File: config.mk
export PLATFORM = sky130hd
export DESIGN_NAME = fbo_queue
export DESIGN_NICKNAME = d
export VERILOG_FILES = /design/src/fbo_pkg.sv /design/src/fbo_queue.sv
export SDC_FILE = /design/constraint.sdc
export NUM_CORES = 1
export LEC_CHECK = 0
export BUFFER_PORTS_ARGS = -buffer_cell sky130_fd_sc_hd__clkbuf_2
export CAP_MARGIN = 20
export CORE_AREA = 2 2 190 285
export CTS_CLUSTER_DIAMETER = 50
export DETAILED_ROUTE_END_ITERATION = 10
export DIE_AREA = 0 0 192 287
export GPL_TIMING_DRIVEN = 0
export HOLD_SLACK_MARGIN = 0.15
export SYNTH_ARGS = -nofsm -noshare
export SYNTH_HDL_FRONTEND = slang
export SYNTH_SLANG_ARGS = --single-unit
File: constraint.sdc
create_clock -name i_clk -period 15.6 [get_ports i_clk]
set_input_delay 3.12 -clock i_clk [delete_from_list [all_inputs] [get_ports i_clk]]
set_output_delay 3.12 -clock i_clk [all_outputs]
set_load 0.005 [all_outputs]
File: src/fbo_pkg.sv
// Shared types, codes and helpers for the float binary operation unit.
package fbo_pkg;

    localparam int FRAC_S = 23;
    localparam int BIAS_S = 127;
    localparam int FRAC_D = 52;
    localparam int BIAS_D = 1023;

    localparam int EW     = 14;
    localparam int QDEPTH = 2;
    localparam int QAW    = 1;

    typedef logic signed [EW-1:0] t_exp;

    localparam logic [3:0] FN_ADD = 4'd0;
    localparam logic [3:0] FN_SUB = 4'd1;
    localparam logic [3:0] FN_MUL = 4'd2;
    localparam logic [3:0] FN_DIV = 4'd3;
    localparam logic [3:0] FN_EQ  = 4'd4;
    localparam logic [3:0] FN_NE  = 4'd5;
    localparam logic [3:0] FN_LT  = 4'd6;
    localparam logic [3:0] FN_LE  = 4'd7;
    localparam logic [3:0] FN_GT  = 4'd8;
    localparam logic [3:0] FN_GE  = 4'd9;

    localparam logic [2:0] ERR_OK        = 3'd0;
    localparam logic [2:0] ERR_OPERAND   = 3'd1;
    localparam logic [2:0] ERR_NONFINITE = 3'd2;
    localparam logic [2:0] ERR_ZERODIV   = 3'd3;
    localparam logic [2:0] ERR_OPERATION = 3'd4;

    typedef struct packed {
        logic [3:0]  func;
        logic        is_double;
        logic [63:0] left_operand;
        logic [63:0] right_operand;
    } t_in_item;

    typedef struct packed {
        logic [63:0] result_bits;
        logic [2:0]  error_code;
    } t_out_item;

    typedef enum logic [1:0] {K_DONE, K_ADD, K_MUL, K_DIV} t_kind;

    typedef struct packed {
        t_kind       kind;
        logic        dbl;
        logic        neg_a;
        logic        neg_b;
        logic [52:0] mant_a;
        logic [52:0] mant_b;
        t_exp        scale_a;
        t_exp        scale_b;
        t_out_item   res;
    } t_job;

    typedef struct packed {
        logic full;
        logic empty;
    } t_qstat;

    typedef enum logic [3:0] {
        S_IDLE, S_ADD_ALIGN, S_ADD_SUM, S_MUL_PROD, S_MUL_ACC,
        S_DIV_NORM, S_DIV_STEP, S_NORM, S_RND_SHIFT, S_RND_PACK
    } t_bstate;

    function automatic logic [63:0] signed_zero(input logic neg, input logic dbl);
        return dbl ? {neg, 63'b0} : {32'b0, neg, 31'b0};
    endfunction

endpackage

File: src/fbo_queue.sv
// Two-entry job queue between front end and execution back end.
module fbo_queue (
    input  logic            i_clk,
    input  logic            i_rst_n,
    input  logic            i_push,
    input  fbo_pkg::t_job   i_job,
    input  logic            i_pop,
    output fbo_pkg::t_job   o_job,
    output fbo_pkg::t_qstat o_stat
);

    fbo_pkg::t_job            r_mem [fbo_pkg::QDEPTH];
    logic [fbo_pkg::QAW-1:0]  r_wr, r_rd;
    logic [fbo_pkg::QAW:0]    r_count;

    always_ff @(posedge i_clk) begin
        if (i_push) begin
            r_mem[r_wr] <= i_job;
        end
    end

    always_ff @(posedge i_clk) begin
        if (!i_rst_n) begin
            r_wr    <= '0;
            r_rd    <= '0;
            r_count <= '0;
        end else begin
            if (i_push) r_wr <= r_wr + 1'b1;
            if (i_pop)  r_rd <= r_rd + 1'b1;
            r_count <= r_count + (fbo_pkg::QAW+1)'(i_push) - (fbo_pkg::QAW+1)'(i_pop);
        end
    end

    assign o_job        = r_mem[r_rd];
    assign o_stat.full  = (r_count == (fbo_pkg::QAW+1)'(fbo_pkg::QDEPTH));
    assign o_stat.empty = (r_count == '0);

endmodule

After elaboration in Yosys (flattened, before gate mapping). Memory sizes are Yosys's and may differ from the RTL's. A register that Yosys moved wholly into a read port is not among the register bits. Cells that the tools add are included.

Register bits: 4. Logic and storage cells: 14. Output and inout port bits: 208. Memories kept: 1. Memory bits (writable): 412. Bits of input ports: 210.

Memory list: r_mem (depth 2, bits a word 206, read ports 1, clocked after Yosys merged registers in 1, wr ports 1, RTL line fbo_queue.sv:12) `fbo_pkg::t_job r_mem [fbo_pkg::QDEPTH];`.

Multiplexer cells: 4. Reduce and logical (&&, ||, !) cells: 1. Equal/unequal tests: 1. Add/sub/neg operators: 4.

Operator list (number): $mux 1 (4); $add 1x1->1 const B (2); $add 2x1->2 (1); $eq 2x2->1 const B (1); $logic_not 2->1 (1); $sub 2x1->2 (1).

Depth between registers and ports, before layout.
Depth in word-level cells: 3. Mapped depth: 6.

Worst setup path after synthesis. No wires, ideal clock.

Path kind: input to register. Start point: input i_push. End point: register r_wr. Required time: 15500 ps. Path buffers: 0. Library setup time: 100 ps. Stages on the path: 2. Setup slack: 2753 ps. Arrival time: 12747 ps. Cells stage by stage: nor2b_1 -> o21a_1.

RTL lines: from (decl) (RTL line fbo_queue.sv:5) `input logic i_push,`; to (signal assigned) (RTL line fbo_queue.sv:28) `if (i_push) r_wr <= r_wr + 1'b1;`; to (decl) (RTL line fbo_queue.sv:13) `logic [fbo_pkg::QAW-1:0] r_wr, r_rd;`.

==> reports/results.ini <==
[outcome]
run_status=finished, final reports clean

[floorplan]
fp.dieH_um=287
ios=418
die-area_um2=55100
initial_core_util_pct=29.8
core_area_um2=52600
die_x_um=192
core.rowCount=103

[power_and_ir_drop]
swShare_pct=21.9
p_int_w=0.00205
power_frac_comb_pct=10.7
p_sw_w=0.000576
power_frac_seq_pct=49.8
ir_worst_vdd_v=0.000111
p_leak_nw=7.95
clockPowerShare_pct=39.5
p_per_area_nw_per_um2=130

[final_layout]
fin_util_pct=38.6
nets=1347
syn2layout_area_growth_pct=29.7
final_area_um2=20300
drive_above_1_share_pct=62.1
layout.cells.non_filler=1860

[synthesis]
synth_area_leaders=edfxtp_1 (79%), mux2_4 (13%), mux2_2 (4.7%)
yosysWarnings=0
avgSynthCellArea_um2=23.7
synth_most_common_cell=edfxtp_1
yosysTopAreaCell=edfxtp_1
synth_area_um2=15700
synth_commonest_cells=edfxtp_1 (412), mux2_4 (140), mux2_2 (66)
synth_nets=874
yosysTopAreaCellShare_pct=79.0
synthFlopType=edfxtp_1
synth_sequential_area_ratio_pct=79.6
synthCells=662
synth_cell_types=14
synth_edf_count=412
synth-seq-cells=417
async_flop_share_pct=0

[placed_design]
port-buffer-count=417
gp_congestion=0.728
dpl_cell_area_um2=18800
dp.cells=1771
dp_hpwl_mm=25.3

[drt]
drt_iter0_markers=270
final_antenna_net_count=0
first_pass_iters=4
via_per_inst=4.22
post_drt_wl_per_cell_um=18.8
vias=7841
wirelength_mm=35.1
drcViolationCount=0

[worst_setup_path]
regToRegSetupSlack_ns=13.20
cp_data_required_time_ns=12.48
startpoint_type=flop
crit-reg2reg-launch=r_wr
endpoint_kind=primary output
rr_endpoint=r_mem[0][151]
ff2ff_path_depth=5
critPathKind=reg2out
cp.arrival_ns=1.93
crit_fanout=10

[clocking]
clk_latency_ns=0.56
clk_pin_slew_ns=0.06
clk_path_buf_depth=3
cts_tree=done
cts.repair.resized=0
post_cts_buffers=0
root_buffer=clkbuf_16
cts_buffers=44
htree_num_levels=2
clock-sinks=417
postCtsHoldBufs=0

[timing]
fin_crit_sh_pct=32.4
hold_viol=0
tightest_slew_ns=0.868
tns_ns=0
fin_crit_ns=5.05
fmax_ghz=0.198
max_slew_margin_pct=42.0
drv_slew=0
finalSetupViolations=0
rsz0062_at_grt=no
skew_ns=0.0160

[run]
cap_violations=0

[grt]
antenna_found_initial=8
grt_overflow=0
grt_pass1_wl_mm=50.0
grt_use_total_pct=12.2
grt_max_degree=64
grt_pass1_vias=8490

[min_path]
holdCritPathClass=reg2reg
min-delay-start=r_rd
min_delay_path_depth=2

## critical path, stage by stage (launching register included)
cell,delay [ns]
dfxtp_1,0.32
buf_6,0.14
buf_6,0.22
buf_6,0.23
mux2_4,0.31
clkbuf_2,0.13
## logic make-up (layout without fill, tap and decap cells)
logic type	Yosys count	in the layout	synth area share [%]
xor gates and xnor gates	2	2	0.200
buffers and inverters	25	533	1.46
DFF	417	417	79.6
and+or+nand+nor	9	9	0.343
other	0	8	0
muxes	206	206	18.2
AOI/OAI and AO/OA	1	1	0.0479
adders and majority gates	2	2	0.160
## worst max-delay path by stage
stage | start | endpoint | slack, ns | cells past startpoint
after floorplan | i_push | r_wr | 2.75 | 2
after global placement | i_push | r_wr | -3.40 | 3
after detailed placement | i_push | r_mem[0][109] | 10.20 | 6
after CTS | flop | o_job[152] | 10.44 | 5
after global routing | flop | o_job[12] | 10.42 | 4
final | flop | o_job[70] | 10.55 | 5
## area by class of cell
cell class,instances,area (um2)
antenna,8,20.0
fill,4910,32300
sequential,417,12500
multi-input combinational,220,2970
tap,682,853
timing repair buffer,427,2320
buffer,23,221
clock buffer,55,1170
clock inverter,26,277
inverter,2,7.51
## cells in the final DEF (no fill, tap or decap), types with 5 or more instances in the layout
cell	Yosys	routed
buf_12	0	6
buf_2	6	6
buf_6	17	17
clkbuf_1	0	9
clkbuf_16	0	45
clkbuf_2	0	417
clkinv_2	0	8
dfxtp_1	5	5
diode_2	0	8
edfxtp_1	412	412
mux2_2	66	66
mux2_4	140	140
## power groups by stage
stage                     combinational [W]  clock [W]  sequential, W
final                              0.000282    0.00104        0.00131
after global routing               0.000306    0.00112        0.00131
after CTS                          0.000291    0.00108        0.00131
after detailed placement           0.000290          0        0.00133
after global placement             0.000276          0        0.00136
after floorplan                    0.000152          0        0.00135
## sequential cells by signal, indices dropped and copies added, names as in the netlist, named ones only
name	cells
r_count	2
r_wr	1
r_rd	1
r_mem	412
## metrics by stage
step                power [W]  setup WS (ns)  hold slack [ns]
finish                0.00263          10.55            0.578
global route          0.00274          10.42            0.630
CTS                   0.00268          10.44            0.581
detailed placement    0.00162          10.20            0.569
global placement      0.00163          -3.40            0.566
floorplan             0.00150           2.75            0.555
## routing by layer
metal / vias to the layer above / wire length [um] / GRT usage, %
met5: - / 13 / 0
met2: 305 / 18900 / 22.4
met4: 2 / 1330 / 6.18
met1: 3842 / 12100 / 12.3
met3: 76 / 2700 / 3.99
li1: 3616 / - / -
Power figures use the tool's default switching activity.
