**src/fbo_pkg.sv**
```systemverilog
// Shared types, codes and helpers for the float binary operation unit.
package fbo_pkg;

    localparam int FRAC_S = 23;
    localparam int BIAS_S = 127;
    localparam int FRAC_D = 52;
    localparam int BIAS_D = 1023;

    localparam int EW     = 14;
    localparam int QDEPTH = 2;
    localparam int QAW    = 1;

    typedef logic signed [EW-1:0] t_exp;

    localparam logic [3:0] FN_ADD = 4'd0;
    localparam logic [3:0] FN_SUB = 4'd1;
    localparam logic [3:0] FN_MUL = 4'd2;
    localparam logic [3:0] FN_DIV = 4'd3;
    localparam logic [3:0] FN_EQ  = 4'd4;
    localparam logic [3:0] FN_NE  = 4'd5;
    localparam logic [3:0] FN_LT  = 4'd6;
    localparam logic [3:0] FN_LE  = 4'd7;
    localparam logic [3:0] FN_GT  = 4'd8;
    localparam logic [3:0] FN_GE  = 4'd9;

    localparam logic [2:0] ERR_OK        = 3'd0;
    localparam logic [2:0] ERR_OPERAND   = 3'd1;
    localparam logic [2:0] ERR_NONFINITE = 3'd2;
    localparam logic [2:0] ERR_ZERODIV   = 3'd3;
    localparam logic [2:0] ERR_OPERATION = 3'd4;

    typedef struct packed {
        logic [3:0]  func;
        logic        is_double;
        logic [63:0] left_operand;
        logic [63:0] right_operand;
    } t_in_item;

    typedef struct packed {
        logic [63:0] result_bits;
        logic [2:0]  error_code;
    } t_out_item;

    typedef enum logic [1:0] {K_DONE, K_ADD, K_MUL, K_DIV} t_kind;

    typedef struct packed {
        t_kind       kind;
        logic        dbl;
        logic        neg_a;
        logic        neg_b;
        logic [52:0] mant_a;
        logic [52:0] mant_b;
        t_exp        scale_a;
        t_exp        scale_b;
        t_out_item   res;
    } t_job;

    typedef struct packed {
        logic full;
        logic empty;
    } t_qstat;

    typedef enum logic [3:0] {
        S_IDLE, S_ADD_ALIGN, S_ADD_SUM, S_MUL_PROD, S_MUL_ACC,
        S_DIV_NORM, S_DIV_STEP, S_NORM, S_RND_SHIFT, S_RND_PACK
    } t_bstate;

    function automatic logic [63:0] signed_zero(input logic neg, input logic dbl);
        return dbl ? {neg, 63'b0} : {32'b0, neg, 31'b0};
    endfunction

endpackage

```
**src/fbo_front.sv**
```systemverilog
// Front end: operand checks, comparisons, unpacking and job classification.
module fbo_front (
    input  fbo_pkg::t_in_item i_item,
    output fbo_pkg::t_job     o_job
);

    typedef struct packed {
        logic        neg;
        logic [52:0] mant;
        fbo_pkg::t_exp scale;
    } t_unp;

    function automatic t_unp unpack_op(input logic [63:0] b, input logic dbl);
        t_unp        u;
        logic [10:0] ef;
        logic [10:0] ef_eff;
        if (dbl) begin
            ef     = b[62:52];
            u.neg  = b[63];
            u.mant = {(ef != 11'd0), b[51:0]};
        end else begin
            ef     = {3'b0, b[30:23]};
            u.neg  = b[31];
            u.mant = {29'b0, (ef != 11'd0), b[22:0]};
        end
        ef_eff  = (ef != 11'd0) ? ef : 11'd1;
        u.scale = fbo_pkg::t_exp'({3'b0, ef_eff})
                - (dbl ? fbo_pkg::t_exp'(fbo_pkg::BIAS_D + fbo_pkg::FRAC_D)
                       : fbo_pkg::t_exp'(fbo_pkg::BIAS_S + fbo_pkg::FRAC_S));
        return u;
    endfunction

    logic        dbl;
    logic [63:0] l, r;
    logic [62:0] ml, mr;
    logic        bad, both_zero, lt_mag, gt_mag, less, greater, eqv, nb_eff;
    t_unp        ua, ub;

    always_comb begin
        dbl = i_item.is_double;
        l   = i_item.left_operand;
        r   = i_item.right_operand;
        ml  = dbl ? l[62:0] : {32'b0, l[30:0]};
        mr  = dbl ? r[62:0] : {32'b0, r[30:0]};
        bad = (!dbl && ((|l[63:32]) || (|r[63:32])))
            || (dbl ? (&l[62:52]) : (&l[30:23]))
            || (dbl ? (&r[62:52]) : (&r[30:23]));
        ua  = unpack_op(l, dbl);
        ub  = unpack_op(r, dbl);

        both_zero = (ml == 63'd0) && (mr == 63'd0);
        lt_mag    = ml < mr;
        gt_mag    = ml > mr;
        less      = !both_zero && ((ua.neg != ub.neg) ? ua.neg : (ua.neg ? gt_mag : lt_mag));
        greater   = !both_zero && ((ua.neg != ub.neg) ? ub.neg : (ua.neg ? lt_mag : gt_mag));
        eqv       = !less && !greater;
        nb_eff    = ub.neg ^ (i_item.func == fbo_pkg::FN_SUB);

        o_job                = '0;
        o_job.kind           = fbo_pkg::K_DONE;
        o_job.dbl            = dbl;
        o_job.neg_a          = ua.neg;
        o_job.neg_b          = ub.neg;
        o_job.mant_a         = ua.mant;
        o_job.mant_b         = ub.mant;
        o_job.scale_a        = ua.scale;
        o_job.scale_b        = ub.scale;
        o_job.res.error_code = fbo_pkg::ERR_OK;

        if (bad) begin
            o_job.res.error_code = fbo_pkg::ERR_OPERAND;
        end else begin
            unique case (i_item.func) inside
                fbo_pkg::FN_ADD, fbo_pkg::FN_SUB: begin
                    o_job.kind = fbo_pkg::K_ADD;
                    // larger magnitude goes first
                    if (lt_mag) begin
                        o_job.neg_a   = nb_eff;
                        o_job.neg_b   = ua.neg;
                        o_job.mant_a  = ub.mant;
                        o_job.mant_b  = ua.mant;
                        o_job.scale_a = ub.scale;
                        o_job.scale_b = ua.scale;
                    end else begin
                        o_job.neg_b = nb_eff;
                    end
                end
                fbo_pkg::FN_MUL: begin
                    if (ua.mant == 53'd0 || ub.mant == 53'd0) begin
                        o_job.res.result_bits = fbo_pkg::signed_zero(ua.neg ^ ub.neg, dbl);
                    end else begin
                        o_job.kind = fbo_pkg::K_MUL;
                    end
                end
                fbo_pkg::FN_DIV: begin
                    if (ub.mant == 53'd0) begin
                        o_job.res.error_code = fbo_pkg::ERR_ZERODIV;
                    end else if (ua.mant == 53'd0) begin
                        o_job.res.result_bits = fbo_pkg::signed_zero(ua.neg ^ ub.neg, dbl);
                    end else begin
                        o_job.kind = fbo_pkg::K_DIV;
                    end
                end
                fbo_pkg::FN_EQ: o_job.res.result_bits = {63'b0, eqv};
                fbo_pkg::FN_NE: o_job.res.result_bits = {63'b0, !eqv};
                fbo_pkg::FN_LT: o_job.res.result_bits = {63'b0, less};
                fbo_pkg::FN_LE: o_job.res.result_bits = {63'b0, !greater};
                fbo_pkg::FN_GT: o_job.res.result_bits = {63'b0, greater};
                fbo_pkg::FN_GE: o_job.res.result_bits = {63'b0, !less};
                default: o_job.res.error_code = fbo_pkg::ERR_OPERATION;
            endcase
        end
    end

endmodule

```
**config.mk**
```make
export PLATFORM = sky130hd
export DESIGN_NAME = fbo_front
export DESIGN_NICKNAME = d
export VERILOG_FILES = /design/src/fbo_pkg.sv /design/src/fbo_front.sv
export SDC_FILE = /design/constraint.sdc
export NUM_CORES = 1
export LEC_CHECK = 0
export BUFFER_PORTS_ARGS = -buffer_cell sky130_fd_sc_hd__buf_2
export CAP_MARGIN = 15
export CORE_AREA = 2 2 130 132
export DETAILED_ROUTE_END_ITERATION = 6
export DIE_AREA = 0 0 132 134
export PLACE_DENSITY_LB_ADDON = 0.12
export SYNTH_ARGS = -nofsm -noshare
export SYNTH_HDL_FRONTEND = slang
export SYNTH_SLANG_ARGS = --single-unit
```
**constraint.sdc**
```tcl
create_clock -name vclk -period 5.2
set_input_delay 0.26 -clock vclk [all_inputs]
set_output_delay 0.26 -clock vclk [all_outputs]
set_load 0.05 [all_outputs]
```
== Yosys cells after proc, flatten, opt, wreduce, memory -nomap -nowiden ==
Index checks and enable logic that the tools add are counted.

* $add $sub $neg: 2
* Multiply operators: 0
* Divide/modulo/power cells: 0
* Order comparisons: 2
* Equality and inequality tests: 10
* Shift-type cells: 0
* Muxes and demuxes: 33
* Bitwise operators: 2
* Reduce and logical (&&, ||, !) cells: 33

{| class="wikitable"
|+ Operator list
! operator !! number
|-
| $pmux 64 s8 || 1
|-
| $mux 64 || 4
|-
| $mux 200 || 1
|-
| $mux 136 || 1
|-
| $mux 134 || 1
|-
| $logic_not 63->1 || 2
|-
| $mux 63 || 2
|-
| $mux 54 || 2
|-
| $logic_not 53->1 || 2
|-
| $reduce_or 32->1 || 2
|-
| $gt 63x63->1 || 1
|-
| $lt 63x63->1 || 1
|-
| $mux 11 || 5
|-
| $reduce_bool 11->1 || 4
|-
| $reduce_and 11->1 || 2
|-
| $eq 4x3->1 const B || 4
|-
| $reduce_and 8->1 || 2
|-
| $reduce_bool 8->1 || 2
|-
| $sub 12x14->14 || 1
|-
| $sub 11x11->12 || 1
|-
| $mux 2 || 5
|-
| $reduce_or 9->1 || 1
|-
| $eq 4x2->1 const B || 2
|-
| $eq 4x4->1 const B || 2
|-
| 12 further kinds || 31
|}

* Register bits after elaboration: 0
* Latch bits: 0
* Bits in writable memories: 0
* ROM bits: 0
* Output and inout bits: 206
* Logic and storage cells: 82
* Memories kept: 0

== Depth between registers and ports, before layout ==
* Word-level depth: 10
* Gate-level depth with buffers: 21

== Worst setup path before layout ==
No wires, ideal clock.

* Path type: input port to output port
* From: input i_item[128] (netlist name)
* To: output o_job[147] (netlist name)
* Data arrival time: 4.961 ns
* Data required time: 4.940 ns
* Path slack: -0.021 ns
* Stages: 19
* Path buffers: 9
* Path through: clkbuf_1 -> buf_2 -> buf_2 -> clkbuf_1 -> clkbuf_1 -> clkbuf_1 -> nand2_1 -> ha_1 -> nand4_1 -> nor3_1 -> a22o_1 -> o31a_1 -> nor4_4 -> and2_1 -> buf_2 -> nand2_1 -> buf_6 -> clkbuf_1 -> o21ai_0

{| class="wikitable"
|+ RTL lines
! element !! RTL line !! RTL
|-
| start: declaration || fbo_front.sv:3 || <nowiki>input fbo_pkg::t_in_item i_item,</nowiki>
|-
| end: declaration || fbo_front.sv:4 || <nowiki>output fbo_pkg::t_job o_job</nowiki>
|}

==> results.cfg <==
[run_status]
status = completed

[logic_synthesis]
syn_area_sq_um = 5290
yosysSeqAreaShare_pct = 0
synth_cell_types = 59
yosysTopAreaCellShare_pct = 17.3
yosysWarnings = 0
yosysTopAreaCell = ha_1
synth_area_leaders = ha_1 17%, nand2_1 12%, buf_4 9.8%
synth_area_per_cell_sq_um = 6.45
netlist_instances = 821

[drt]
drc_errors = 0
vias = 6491
wl_per_cell_um = 15.7
ant_nets = 0
via_per_inst = 5.05
first_pass_iters = 4
drtIter0Drc = 294
routed_wl_mm = 20.2

[global_route]
grtUsageMet1_pct = 27.6
grt_pass1_wl_mm = 31.0
track_usage_pct = 21.1
grtUsageMet3_pct = 2.08
overflow = 0
grt_pass1_vias = 5877
grt.busiest_layer = met2
grt_max_degree = 66
antenna_found_initial = 1
met2_usage_pct = 38.6

[pwr]
p_leak_nw = 3.57
power_density_nw_per_um2 = 156
vdd_ir_drop_max_mv = 0.189

[layout]
area_delta_synth_final_pct = 24.8
final_nets = 1274
seq_cells = 0
design_area_sq_um = 6610
clockBufferCount = 0
ff_latch_area_sq_um = 0
diodes = 0
layout.cells.most_common = buf_2
post_route_cells_drive_above_1_share_pct = 30.0
layout_common_cells = 278 x buf_2, 171 x nand2_1, 73 x ha_1

[timing]
setup_viol = 0
maxSlewViolCount = 0
fin_crit_ns = 4.52
timing.slew.headroom_pct = 58.5
rsz0062_at_grt = no
whs_ns = 0.945
max_freq_ghz = 0.221
finalHoldViolCount = 0
tightestPinTransition_ns = 0.616
fin_ws_ns = 0.681
finalCritPeriodShare_pct = 86.9

[worst_hold_path]
min_path_type = in2out

[floorplanning]
initial_utilization_pct = 32.5
ios = 339
die_area_sq_um = 17700
core.rowCount = 47
fp.dieW_um = 132
design.core.area_sq_um = 16300
die_h_um = 134

[flow_run]
cap_violations = 0

[clock_tree]
ctsResizeCount = 0
cts_hold_buf = 0
cts_setup_buffers = 0

[worst_setup_path]
start_kind = input pin
crit_required_ns = 4.94
slowest_stage = buf_2
crit_chain = buf_2 -> buf_12 -> and2_1 -> ha_1 -> nand4_1 -> nor3_1 -> a22o_1 -> o31a_1 -> nor4_4 -> and2_1 -> nand2_4 -> buf_4 -> mux2_4 -> buf_2
path_class = in2out
crit_fanout = 46
critPathCaptureType = output port
slowest_delay_ns = 0.49
critPathArrivalTime_ns = 4.26

[place]
port_buffers = 278
dpl-instance-area_sq_um = 6610
dp_hpwl_mm = 17.4
place_congestion = 0.947
dp_slack_ns = 0.681
path summary, 6_finish.rpt:
path	cells past startpoint	startpoint	end
setup / recovery	14	i_item[128]	o_job[108]
hold / removal	4	i_item[82]	o_job[166]
cell families after synthesis:
group | Yosys count | synth area share, %
muxes | 54 | 11.3
and+or+nand+nor | 339 | 31.1
AOI/OAI and AO/OA | 189 | 21.0
adders and majority gates | 73 | 17.3
xor gates and xnor gates | 18 | 2.98
buffers and inverters | 147 | 16.2
other | 1 | 0.0708
metal layers:
layer	wire, um	share of wire, %
met1	8960	44
met2	9850	49
met3	1160	5.7
met4	229	1.1
met5	10	0.049
through the flow:
step | instances | TNS, ns | utilization (%) | power, mW
floorplan | 881 | -0.147 | - | 0.811
CTS | 1286 | 0 | 40.6 | 1.03
detailed placement | 1286 | 0 | 40.6 | 1.03
global route | 1286 | 0 | 40.6 | 1.10
global placement | 1286 | 0 | 40.6 | 1.03
finish | 1286 | 0 | 40.6 | 1.03
final cells by class:
cell class	count	area, sq um
fillers	1837	9680
multi-input cells	734	4670
repair buffers	285	1480
well taps	220	275
inverters	47	176
Yosys cell counts (all sizes together) (3+ instances only):
master    n
a21o     11
nor3     13
o21ai    89
nor4b     4
a211o     3
a22o      3
nand2b    3
nand2   172
nand3    17
mux2     26
mux2i    28
or3       5
buf      82
a31oi     5
nor4     33
a21oi    52
ha       73
clkbuf   18
nand4    24
nor2     25
inv      47
xnor2    16
a221oi    3
and2     33
critical path, delay by kind of cell:
kind                     cells  cell delay [ns]
AO/OA/AOI/OAI                2             0.55
adder cells (fa/ha/maj)      1             0.27
buffers and inverters        4             1.35
multiplexers                 1             0.33
AND/OR/NAND/NOR              6             1.46
report_power, final:
group | internal, mW | switching, mW
Clock | 0 | 0
Combinational | 0.265 | 0.764
Sequential | 0 | 0
Total | 0.265 | 0.764
Power figures use the tool's default switching activity.
